## config.mk

```make
export PLATFORM = sky130hd
export DESIGN_NAME = base32_key_decoder_top_flat
export DESIGN_NICKNAME = d
export VERILOG_FILES = /design/src/rtl/core/b32kd_pkg.sv /design/src/rtl/core/b32kd_in_if.sv /design/src/rtl/core/b32kd_out_if.sv /design/src/rtl/core/base32_key_decoder_top.sv /design/src/rtl/core/b32kd_step.sv /design/src/flat_wrapper.sv
export SDC_FILE = /design/constraint.sdc
export NUM_CORES = 1
export LEC_CHECK = 0
export BUFFER_PORTS_ARGS = -buffer_cell sky130_fd_sc_hd__buf_2
export CORE_MARGIN = 4
export CORE_UTILIZATION = 60
export CTS_BUF_LIST = sky130_fd_sc_hd__clkbuf_8
export DETAILED_ROUTE_END_ITERATION = 8
export PLACE_DENSITY = 0.87
export SLEW_MARGIN = 20
export SYNTH_ARGS = -nofsm -noshare
export SYNTH_HDL_FRONTEND = slang
export SYNTH_SLANG_ARGS = --single-unit
export TNS_END_PERCENT = 50
```

## constraint.sdc

```tcl
create_clock -name clk_i -period 5.5 [get_ports clk_i]
set_input_delay 0.275 -clock clk_i [delete_from_list [all_inputs] [get_ports clk_i]]
set_output_delay 0.275 -clock clk_i [all_outputs]
set_load 0.02 [all_outputs]
```

## src/rtl/core/b32kd_pkg.sv

```systemverilog
// -----------------------------------------------------------------------------
// b32kd_pkg: shared types and constants of the base32 key decoder
// Symbol table, group layout and the structs passed between the decode step
// and the top level.
// -----------------------------------------------------------------------------
package b32kd_pkg;

  localparam int unsigned CharW    = 8;
  localparam int unsigned SymW     = 5;
  localparam int unsigned GroupLen = 8;
  localparam int unsigned GroupW   = SymW * GroupLen;
  localparam int unsigned PosW     = $clog2(GroupLen);
  localparam int unsigned MaxBytes = GroupW / 8;
  localparam int unsigned CntW     = $clog2(MaxBytes + 1);
  localparam int unsigned PadW     = 4;

  localparam logic [CharW-1:0] PadChar = 8'h3D;  // '='

  // Group positions at which a pad cuts the group short
  localparam logic [PosW-1:0] PosCut1 = 3'd2;
  localparam logic [PosW-1:0] PosCut2 = 3'd4;
  localparam logic [PosW-1:0] PosCut3 = 3'd5;
  localparam logic [PosW-1:0] PosLast = 3'd7;

  localparam logic [CntW-1:0] CntNone = 3'd0;
  localparam logic [CntW-1:0] CntOne  = 3'd1;
  localparam logic [CntW-1:0] CntTwo  = 3'd2;
  localparam logic [CntW-1:0] CntThree = 3'd3;
  localparam logic [CntW-1:0] CntFour = 3'd4;
  localparam logic [CntW-1:0] CntFull = 3'd5;

  typedef struct packed {
    logic [GroupW-1:0] symbols;
    logic [PosW-1:0]   position;
    logic [PadW-1:0]   pad_marks;
    logic              group_bad;
    logic              stopped;
  } dec_state_t;

  typedef struct packed {
    logic [CntW-1:0]   count;     // beats to emit, 0 when the item yields none
    logic [GroupW-1:0] bytes;     // most significant byte goes out first
    logic              byte_valid;
    logic              bad;
    logic              key_end;
  } burst_t;

  // Lenient base32 table: {unknown flag, symbol}
  function automatic logic [SymW:0] symbol_of(logic [CharW-1:0] c);
    logic [SymW:0] res;
    res = {1'b0, 5'd0};
    case (c) inside
      [8'h41:8'h5A]: res = {1'b0, SymW'(c - 8'h41)};
      [8'h61:8'h7A]: res = {1'b0, SymW'(c - 8'h61)};
      [8'h32:8'h37]: res = {1'b0, SymW'(c - 8'h32 + 8'd26)};
      8'h30:         res = {1'b0, 5'd14};
      8'h31:         res = {1'b0, 5'd11};
      8'h38:         res = {1'b0, 5'd1};
      PadChar:       res = {1'b0, 5'd0};
      default:       res = {1'b1, 5'd31};
    endcase
    return res;
  endfunction

endpackage

```

## src/rtl/core/b32kd_in_if.sv

```systemverilog
// -----------------------------------------------------------------------------
// b32kd_in_if: character channel of the base32 key decoder
// One encoded character per beat, with a flag on the last one of a key.
// -----------------------------------------------------------------------------
interface b32kd_in_if;
  logic       valid;
  logic       ready;
  logic [7:0] key_char;
  logic       final_char;

  modport source (output valid, output key_char, output final_char, input ready);
  modport sink   (input valid, input key_char, input final_char, output ready);
endinterface

```

## src/rtl/core/b32kd_out_if.sv

```systemverilog
// -----------------------------------------------------------------------------
// b32kd_out_if: byte channel of the base32 key decoder
// One decoded byte or bare end marker per beat.
// -----------------------------------------------------------------------------
interface b32kd_out_if;
  logic       valid;
  logic       ready;
  logic [7:0] key_byte;
  logic       byte_valid;
  logic       run_end;
  logic       key_end;
  logic       bad_symbol;

  modport source (output valid, output key_byte, output byte_valid, output run_end,
                  output key_end, output bad_symbol, input ready);
  modport sink   (input valid, input key_byte, input byte_valid, input run_end,
                  input key_end, input bad_symbol, output ready);
endinterface

```

## src/rtl/core/base32_key_decoder_top.sv

```systemverilog
// -----------------------------------------------------------------------------
// base32_key_decoder_top: streaming base32 key decoder
// Character register, single-pass group decode, and a byte burst register.
// -----------------------------------------------------------------------------
// A character is taken into an input register and decoded in the next cycle;
// once it moves on, its bytes are loaded into the burst register and go out
// one per beat, most significant first. Characters that complete no group and
// end no key move on every cycle even while a burst drains. The character that
// completes a group or ends the key waits in the input register until the
// previous burst (at most five beats) is empty or its last beat is taken.
// With an open sink a group never waits, but a key end that follows right
// behind a full group holds the input until that burst reaches its last beat;
// a stalled sink stretches that wait. No clearing pass after reset.
module base32_key_decoder_top
  import b32kd_pkg::*;
(
  input  logic        clk_i,
  input  logic        rst_ni,
  b32kd_in_if.sink    in_i,
  b32kd_out_if.source out_o
);

  logic             in_valid_q;
  logic [CharW-1:0] in_char_q;
  logic             in_final_q;

  dec_state_t       state_q, state_d;
  burst_t           burst;

  logic [CntW-1:0]   out_cnt_q;
  logic [GroupW-1:0] out_bytes_q;
  logic              out_bval_q;
  logic              out_bad_q;
  logic              out_kend_q;

  logic out_take;
  logic burst_free;
  logic produce;
  logic advance;

  b32kd_step u_step (
    .state_i      (state_q),
    .key_char_i   (in_char_q),
    .final_char_i (in_final_q),
    .state_o      (state_d),
    .burst_o      (burst)
  );

  assign produce    = (burst.count != CntNone);
  assign out_take   = out_o.valid && out_o.ready;
  assign burst_free = (out_cnt_q == CntNone) || ((out_cnt_q == CntOne) && out_take);
  assign advance    = in_valid_q && (!produce || burst_free);
  assign in_i.ready = !in_valid_q || advance;

  // input register
  always_ff @(posedge clk_i or negedge rst_ni) begin
    if (!rst_ni) begin
      in_valid_q <= 1'b0;
    end else if (in_i.ready) begin
      in_valid_q <= in_i.valid;
    end
  end

  always_ff @(posedge clk_i) begin
    if (in_i.ready && in_i.valid) begin
      in_char_q  <= in_i.key_char;
      in_final_q <= in_i.final_char;
    end
  end

  // group state
  always_ff @(posedge clk_i or negedge rst_ni) begin
    if (!rst_ni) begin
      state_q <= '0;
    end else if (advance) begin
      state_q <= state_d;
    end
  end

  // burst register: load a new burst, else shift out one beat
  always_ff @(posedge clk_i or negedge rst_ni) begin
    if (!rst_ni) begin
      out_cnt_q <= CntNone;
    end else if (advance && produce) begin
      out_cnt_q <= burst.count;
    end else if (out_take) begin
      out_cnt_q <= out_cnt_q - 1'b1;
    end
  end

  always_ff @(posedge clk_i) begin
    if (advance && produce) begin
      out_bytes_q <= burst.bytes;
      out_bval_q  <= burst.byte_valid;
      out_bad_q   <= burst.bad;
      out_kend_q  <= burst.key_end;
    end else if (out_take) begin
      out_bytes_q <= {out_bytes_q[GroupW-9:0], 8'h00};
    end
  end

  assign out_o.valid      = (out_cnt_q != CntNone);
  assign out_o.key_byte   = out_bytes_q[GroupW-1 -: 8];
  assign out_o.byte_valid = out_bval_q;
  assign out_o.bad_symbol = out_bad_q;
  assign out_o.run_end    = (out_cnt_q == CntOne);
  assign out_o.key_end    = out_kend_q && (out_cnt_q == CntOne);

  // ---------------------------------------------------------------------------
  // Assertions
  // ---------------------------------------------------------------------------
  a_cnt_range: assert property (@(posedge clk_i) disable iff (!rst_ni)
    out_cnt_q <= CntFull)
    else $error("burst count above five");

  a_marker_shape: assert property (@(posedge clk_i) disable iff (!rst_ni)
    (out_o.valid && !out_o.byte_valid) |->
      (out_o.key_end && out_o.key_byte == 8'h00 && !out_o.bad_symbol))
    else $error("bare marker must close the key with zero payload");

  a_key_close: assert property (@(posedge clk_i) disable iff (!rst_ni)
    (advance && in_final_q) |=> (state_q == '0 && out_kend_q && out_o.valid))
    else $error("final character must clear state and load a key end");

  a_no_overrun: assert property (@(posedge clk_i) disable iff (!rst_ni)
    (out_o.valid && !out_take) |=> (out_cnt_q == $past(out_cnt_q)))
    else $error("burst advanced without a taken beat");

endmodule

```

## src/rtl/core/b32kd_step.sv

```systemverilog
// -----------------------------------------------------------------------------
// b32kd_step: one character through the group decoder
// Maps the character, folds it into the group and builds the byte burst.
// -----------------------------------------------------------------------------
module b32kd_step
  import b32kd_pkg::*;
(
  input  dec_state_t       state_i,
  input  logic [CharW-1:0] key_char_i,
  input  logic             final_char_i,
  output dec_state_t       state_o,
  output burst_t           burst_o
);

  logic [SymW:0]   sym_lookup;
  logic [SymW-1:0] sym;
  logic            sym_bad;
  logic            is_pad;
  dec_state_t      grp;
  logic [CntW-1:0] cnt;

  assign sym_lookup = symbol_of(key_char_i);
  assign sym        = sym_lookup[SymW-1:0];
  assign sym_bad    = sym_lookup[SymW];
  assign is_pad     = (key_char_i == PadChar);

  always_comb begin
    grp = state_i;
    cnt = CntNone;
    burst_o = '0;

    if (!state_i.stopped) begin
      grp.symbols   = {state_i.symbols[GroupW-SymW-1:0], sym};
      grp.group_bad = state_i.group_bad | sym_bad;
      if (is_pad) begin
        case (state_i.position)
          PosCut1: grp.pad_marks[0] = 1'b1;
          PosCut2: grp.pad_marks[1] = 1'b1;
          PosCut3: grp.pad_marks[2] = 1'b1;
          PosLast: grp.pad_marks[3] = 1'b1;
          default: ;
        endcase
      end

      if (state_i.position == PosLast) begin
        if (grp.pad_marks[0])      cnt = CntOne;
        else if (grp.pad_marks[1]) cnt = CntTwo;
        else if (grp.pad_marks[2]) cnt = CntThree;
        else if (grp.pad_marks[3]) cnt = CntFour;
        else                       cnt = CntFull;
        burst_o.count      = cnt;
        burst_o.bytes      = grp.symbols;
        burst_o.byte_valid = 1'b1;
        burst_o.bad        = grp.group_bad;
        grp.symbols   = '0;
        grp.position  = '0;
        grp.pad_marks = '0;
        grp.group_bad = 1'b0;
        grp.stopped   = (cnt != CntFull);
      end else begin
        grp.position = state_i.position + 1'b1;
      end
    end

    state_o = grp;

    if (final_char_i) begin
      // no bytes from this character: close the key with a bare marker
      if (cnt == CntNone) begin
        burst_o.count      = CntOne;
        burst_o.bytes      = '0;
        burst_o.byte_valid = 1'b0;
        burst_o.bad        = 1'b0;
      end
      burst_o.key_end = 1'b1;
      state_o = '0;
    end
  end

endmodule

```

## src/flat_wrapper.sv

```systemverilog
// flat-port wrapper written by rule: the top's interface ports become plain ports
module base32_key_decoder_top_flat import b32kd_pkg::*;
  (clk_i, rst_ni, in_i_valid, in_i_key_char, in_i_final_char, in_i_ready, out_o_valid, out_o_key_byte, out_o_byte_valid, out_o_run_end, out_o_key_end, out_o_bad_symbol, out_o_ready);
  b32kd_in_if in_i_i ();
  b32kd_out_if out_o_i ();
  input  logic clk_i;
  input  logic rst_ni;
  input wire logic [$bits(in_i_i.valid)-1:0] in_i_valid;
  input wire logic [$bits(in_i_i.key_char)-1:0] in_i_key_char;
  input wire logic [$bits(in_i_i.final_char)-1:0] in_i_final_char;
  output wire logic [$bits(in_i_i.ready)-1:0] in_i_ready;
  output wire logic [$bits(out_o_i.valid)-1:0] out_o_valid;
  output wire logic [$bits(out_o_i.key_byte)-1:0] out_o_key_byte;
  output wire logic [$bits(out_o_i.byte_valid)-1:0] out_o_byte_valid;
  output wire logic [$bits(out_o_i.run_end)-1:0] out_o_run_end;
  output wire logic [$bits(out_o_i.key_end)-1:0] out_o_key_end;
  output wire logic [$bits(out_o_i.bad_symbol)-1:0] out_o_bad_symbol;
  input wire logic [$bits(out_o_i.ready)-1:0] out_o_ready;
  assign in_i_i.valid = in_i_valid;
  assign in_i_i.key_char = in_i_key_char;
  assign in_i_i.final_char = in_i_final_char;
  assign in_i_ready = in_i_i.ready;
  assign out_o_valid = out_o_i.valid;
  assign out_o_key_byte = out_o_i.key_byte;
  assign out_o_byte_valid = out_o_i.byte_valid;
  assign out_o_run_end = out_o_i.run_end;
  assign out_o_key_end = out_o_i.key_end;
  assign out_o_bad_symbol = out_o_i.bad_symbol;
  assign out_o_i.ready = out_o_ready;
  base32_key_decoder_top u_core (.clk_i(clk_i), .rst_ni(rst_ni), .in_i(in_i_i), .out_o(out_o_i));
endmodule
```

# [Word level (Yosys, flattened, before mapping)]
# Index checks and enable logic that the tools add are counted.
[word_totals] regBits=100 in_bits=13 output_inout_bits=14 word_cells=91
[classes] addsub=6 magnitude_cmp=6 n_eq_ne=11 n_mux=34 n_bitwise=1 reduce_logical=20
[op_table] op="$mux 45" count=3
[op_table] op="$mux 44" count=2
[op_table] op="$mux 40" count=2
[op_table] op="$mux 6" count=8
[op_table] op="$mux 46" count=1
[op_table] op="$mux 35" count=1
[op_table] op="$eq 8x6->1 const B" count=4
[op_table] op="$mux 3" count=10
[op_table] op="$ge 8x7->1 const B" count=2
[op_table] op="$le 8x7->1 const B" count=2
[op_table] op="$sub 5x1->5 const B" count=2
[op_table] op="$eq 3x3->1 const B" count=3
[op_table] op="$logic_and 1x1->1" count=9
[op_table] op="$ge 8x6->1 const B" count=1
[op_table] op="$le 8x6->1 const B" count=1
[op_table] op="$mux 4" count=2
[op_table] op="$logic_not 3->1" count=2
[op_table] op="$reduce_bool 3->1" count=2
[op_table] op="$add 5x5->5 const B" count=1
[op_table] op="$mux 1" count=5
[op_table] op="$sub 5x5->5 const B" count=1
[op_table] op="$add 3x1->3 const B" count=1
[op_table] op="$eq 3x1->1 const B" count=1
[op_table] op="$eq 3x2->1 const B" count=1
[op_table] op="other kinds (8)" count=11

# [Logic depth before layout (Yosys ltp)]
[logic_depth] depth_word=21 mapped_depth=11 depth_no_buf=8

# [Modules after synthesis]
# From an unflattened synthesis, not the netlist that was laid out.
[unflattened] hier_cells=670 hier_area_um2=6657.6
[modules_own_cells] mod="base32_key_decoder_top" n_inst=1 cells_per_inst=422 area_per_inst_um2=5134.9
[modules_own_cells] mod="b32kd_step" n_inst=1 cells_per_inst=248 area_per_inst_um2=1522.7

# [Worst setup path after synthesis]
# OpenSTA, ideal clock, no wires.
[synth_timing] path_type="reg-to-reg" start="register u_core.state_q[7] (netlist bit)" end="register u_core.out_cnt_q[1]" arrival_time_ns=4.793 t_required_ns=5.369 path_slack_ns=0.576 path_stages_with_launch=9 path_buffers=1 synth_period_minus_slack_ns=4.924 path_cell_list="dfrtp_1 > ha_1 > ha_1 > nor2b_1 > buf_2 > o21ai_0 > o21ai_0 > o21ai_0 > o22a_1"
[synth_between] elab_chain_len=21
[synth_lines] element="from (decl)" line="base32_key_decoder_top.sv:27" source="dec_state_t state_q, state_d;"
[synth_lines] element="from (signal assigned)" line="base32_key_decoder_top.sv:76" source="state_q <= state_d;"
[synth_lines] element="$eq 3x3->1" line="b32kd_step.sv:36, b32kd_step.sv:45"
[synth_lines] element="$mux 1" line="b32kd_step.sv:36" source="case (state_i.position)"
[synth_lines] element="$mux 4" line="b32kd_step.sv:35" source="if (is_pad) begin"
[synth_lines] element="$mux 4" line="b32kd_step.sv:32" source="if (!state_i.stopped) begin"
[synth_lines] element="$mux 1" line="b32kd_step.sv:49" source="else if (grp.pad_marks[3]) cnt = CntFour;"
[synth_lines] element="$mux 3" line="b32kd_step.sv:48" source="else if (grp.pad_marks[2]) cnt = CntThree;"
[synth_lines] element="$mux 3" line="b32kd_step.sv:47" source="else if (grp.pad_marks[1]) cnt = CntTwo;"
[synth_lines] element="$mux 3" line="b32kd_step.sv:46" source="if (grp.pad_marks[0]) cnt = CntOne;"
[synth_lines] element="[5 not listed]"
[synth_lines] element="$mux 45" line="b32kd_step.sv:69" source="if (cnt == CntNone) begin"
[synth_lines] element="$mux 46 *" line="b32kd_step.sv:67" source="if (final_char_i) begin"
[synth_lines] element="$reduce_bool 3->1" line="base32_key_decoder_top.sv:49" source="assign produce = (burst.count != CntNone);"
[synth_lines] element="$logic_not 1->1" line="base32_key_decoder_top.sv:52" source="assign advance = in_valid_q && (!produce || burst_free);"
[synth_lines] element="$logic_or 1x1->1" line="base32_key_decoder_top.sv:52"
[synth_lines] element="$logic_and 1x1->1" line="base32_key_decoder_top.sv:52"
[synth_lines] element="$logic_and 1x1->1" line="base32_key_decoder_top.sv:84" source="end else if (advance && produce) begin"
[synth_lines] element="$mux 3 or $reduce_bool 2->1 (tied branches)"
[synth_lines] element="to (signal assigned)" line="base32_key_decoder_top.sv:83" source="out_cnt_q <= CntNone;"
[synth_lines] element="to (signal assigned)" line="base32_key_decoder_top.sv:85" source="out_cnt_q <= burst.count;"
[synth_lines] element="to (signal assigned)" line="base32_key_decoder_top.sv:87" source="out_cnt_q <= out_cnt_q - 1'b1;"
[synth_lines] element="to (decl)" line="base32_key_decoder_top.sv:30" source="logic [CntW-1:0] out_cnt_q;"
# Every way passes the cells marked *; elsewhere a longest branch is shown, timed or not. The select of a mux whose other input is x is not followed.
# A chain may end at the register's enable or synchronous reset.

# [Worst setup path after layout]
# Ends and elaborated chain as after synthesis.

==> impl_results.md <==
* Status: finished, violations left
* Clock latency on the worst-skew pair at 0.36 ns
* Largest net degree at the start of global routing at 49
* Share of cells above drive strength 1 at 15.3%
* Worst Tran Pin Value at 0.774 ns
* Hold Buf Count CTS at 0
* 1st-iter DRT viols at 205
* Post-CTS setup buffers at 0
* Top-level I/O count at 27
* CP Launch Type: register
* Total Wirelength at 8.31 mm
* Fillers at 516
* CP Class: register to register
* Max Freq at 330 MHz
* Total global routing overflow at 0
* DR vias/cell at 6.20
* Crit-path cells: ha_1 > ha_1 > nor2b_1 > o21ai_0 > o21ai_4 > buf_4 > o21ai_0 > o22a_1
* Nets at 400
* Tightest hold margin at -0.00133 ns
* Max-slew headroom at 48.3%
* Drt pass-1 iters at 4
* Cts bufs inserted at 9
* Crit. End Element: register
* Area grow syn2layout at 8.06%
* PortBufs at 26
* Failing checks: hold timing
* Area occupied by multi-input gates at 1560 um^2
* Cells after DPL at 461
* Initial antenna violation count at 0
* Clock sink count at 100
* Avg Synthesized Cell Area at 12.6 um^2
* Area of the die at 8950 um^2
* Async SR Flop Fraction at 48.0%
* Initial cell density of the core at 62.0%
* GRT Total Usage at 19.9%
* Core Area at 7250 um^2
* Yosys reg bits at 100
* Min Clock Period, post-route at 3.03 ns
* Antenna cells at 0
* CP top delay family: compound AO/OA/AOI/OAI gates
* Cells after Synth at 358
* Worst path bufs/invs at 1
* Chip height at 94.6 um
* Worst vdd ir at 0.000179 V
* Die W at 94.6 um
* Max cap viols at 0
* Yosys Warn Count at 0
* Delay of the slowest critical-path stage at 0.59 ns
* Clock tree buffer depth at 2
* Clk slew on worst S/H paths at 0.10 ns
* Post-DP HPWL at 5.38 mm
* Pins Over Slew Limit at 0
* Post-synth EDFFs at 52
* Leakage at 2.08 nW
* First-pass GRT wire length at 13.7 mm
* Vias at 2958
* TritonCTS clock tree: built
* Netlist cell types at 54
* WP data required at 5.75 ns
* Hold Violations, Final at 4
* Post-route ant nets at 0
* Fin cells at 477
* Avg WL per Cell at 17.4 um
* Fin Setup TNS at 0 ns
* Final Util at 67.1%
* Max Clock Skew at 0.00906 ns
* Pwr/cell area at 499 nW/um^2
* Worst Path Max Fanout at 42
* Vias in the first global route at 2864
* FF+latch area at 2760 um^2
* Count of final setup violators at 0
* Final GP Congestion at 0.902
* Syn_nets at 385
* Critical path arrival at 3.28 ns
* Post-synth top flop: edfxtp_1
* Detailed-route DRC error count at 0
* Hold WC Path Type: input port to asynchronous set/reset pin
* Synth Cell Area at 4500 um^2
* Register area share after synthesis at 61.4%
* Root Buffer: clkbuf_8
* RSZ-0062 raised after global routing: no
* H-tree levels at 3
* Worst path slowest cell: nor2b_1
* Post-CTS sizing at 0
* Part of the cycle the worst path needs at 55.1%
* Rows at 31
report_power, final:
| group | switching, mW | internal, mW |
|---|---|---|
| registers | 0.181 | 1.11 |
| logic | 0.395 | 0.298 |
| clock network | 0.268 | 0.176 |
| total | 0.845 | 1.58 |
metal layers:
layer / wire, um / share of wire [%] / GRT usage (%)
met2: 4260 / 51 / 33.6
met1: 3490 / 42 / 25.4
met3: 428 / 5.2 / 5.18
met4: 126 / 1.5 / 5.65
met5: 0 / 0 / 0
final timing paths:
check                                                  from  slack (ns)                                to  cells past startpoint
min reg2reg                u_core.out_bytes_q[25]$_DFFE_PP_        0.52  u_core.out_bytes_q[33]$_DFFE_PP_                      2
min                                                  rst_ni      -0.001     u_core.state_q[5]$_DFFE_PN0P_                      2
max in group asynchronous                            rst_ni        5.06     u_core.state_q[4]$_DFFE_PN0P_                      2
max                           u_core.state_q[7]$_DFFE_PN0P_        2.47   u_core.out_cnt_q[1]$_DFFE_PN0P_                      8
max reg2reg                   u_core.state_q[7]$_DFFE_PN0P_        2.47   u_core.out_cnt_q[1]$_DFFE_PN0P_                      8
min in group clk_i                         in_i_key_char[1]        0.08     u_core.in_char_q[1]$_DFFE_PP_                      1
layout make-up:
class / instances / area share [%]
inverters: 14 / 1.08
clock inverters: 7 / 1.36
repair buffers: 32 / 3.60
well taps: 99 / 2.55
flip-flops and latches: 100 / 56.8
multi-input cells: 216 / 32.1
clock buffers: 9 / 2.55
synthesized netlist by cell type (2+ instances only):
master     count  area (um^2)
buf_2          5         25.0
nor2b_1        5         31.3
or3_1          2         12.5
or3b_1         2         17.5
nor3b_1        4         30.0
xnor2_1        3         26.3
edfxtp_1      52         1560
a211oi_1       5         37.5
mux2_2         2         22.5
buf_4          8         60.1
nor2_1        18         67.6
buf_1          2         7.51
dfrtp_1       48         1200
a31oi_1        4         25.0
and2_1         6         37.5
or2_2          3         18.8
ha_1          14          175
o21ai_0       12         60.1
inv_1         13         48.8
clkbuf_1      12         45.0
nand2_1       23         86.3
o211ai_1       2         15.0
and3_1         4         25.0
o2111ai_1      2         17.5
nand3_1       13         65.1
a22o_1        57          499
a21oi_1        8         40.0
nand2b_1       3         18.8
sequential cells by signal, indices dropped and copies added, names as in the netlist:
| register | count |
|---|---|
| u_core.out_kend_q | 1 |
| u_core.out_bytes_q | 40 |
| u_core.state_q | 44 |
| u_core.in_valid_q | 1 |
| u_core.in_final_q | 1 |
| u_core.in_char_q | 8 |
| u_core.out_cnt_q | 3 |
| u_core.out_o.bad_symbol | 1 |
| u_core.out_o.byte_valid | 1 |
cells in the final DEF, fill, tap and decap left out, drive strengths merged, types with 2 or more instances in the layout:
master   instances
a22o            57
edfxtp          52
dfrtp           48
buf             32
nand2           23
nor2            18
inv             18
ha              14
nand3           13
o21ai           12
clkbuf           9
a21oi            8
and2             6
nor2b            5
a211oi           5
nor3b            5
and3             4
a31oi            4
or2              4
nand2b           3
xnor2            3
clkinv           3
or3b             2
or3              2
o2111ai          2
mux2             2
o211ai           2
through the flow:
stage / power (mW) / setup slack [ns] / area, um^2
floorplan: 1.81 / 0.576 / 4500
global placement: 1.96 / 2.66 / 4670
detailed placement: 1.99 / 2.51 / 4670
CTS: 2.43 / 2.50 / 4860
global route: 2.56 / 2.21 / 4860
finish: 2.43 / 2.47 / 4860
cells by family (layout without fill, tap and decap cells):
group           after synthesis  count (layout)  share of synthesized area [%]
buf+inv                      42              62                           4.48
xor+xnor                      3               3                          0.584
compound gates              102             102                           17.7
mux                           3               3                          0.723
simple gates                 94              94                           11.2
flops                       100             100                           61.4
fa+ha+maj                    14              14                           3.89
worst reg2reg max path: stages, from the launching register on:
cell and delay, ns:
dfrtp_1 0.40, ha_1 0.18, ha_1 0.29, nor2b_1 0.59, o21ai_0 0.40, o21ai_4 0.22, buf_4 0.48, o21ai_0 0.18
o22a_1 0.19
No activity file was read; power rests on OpenSTA's default activity.
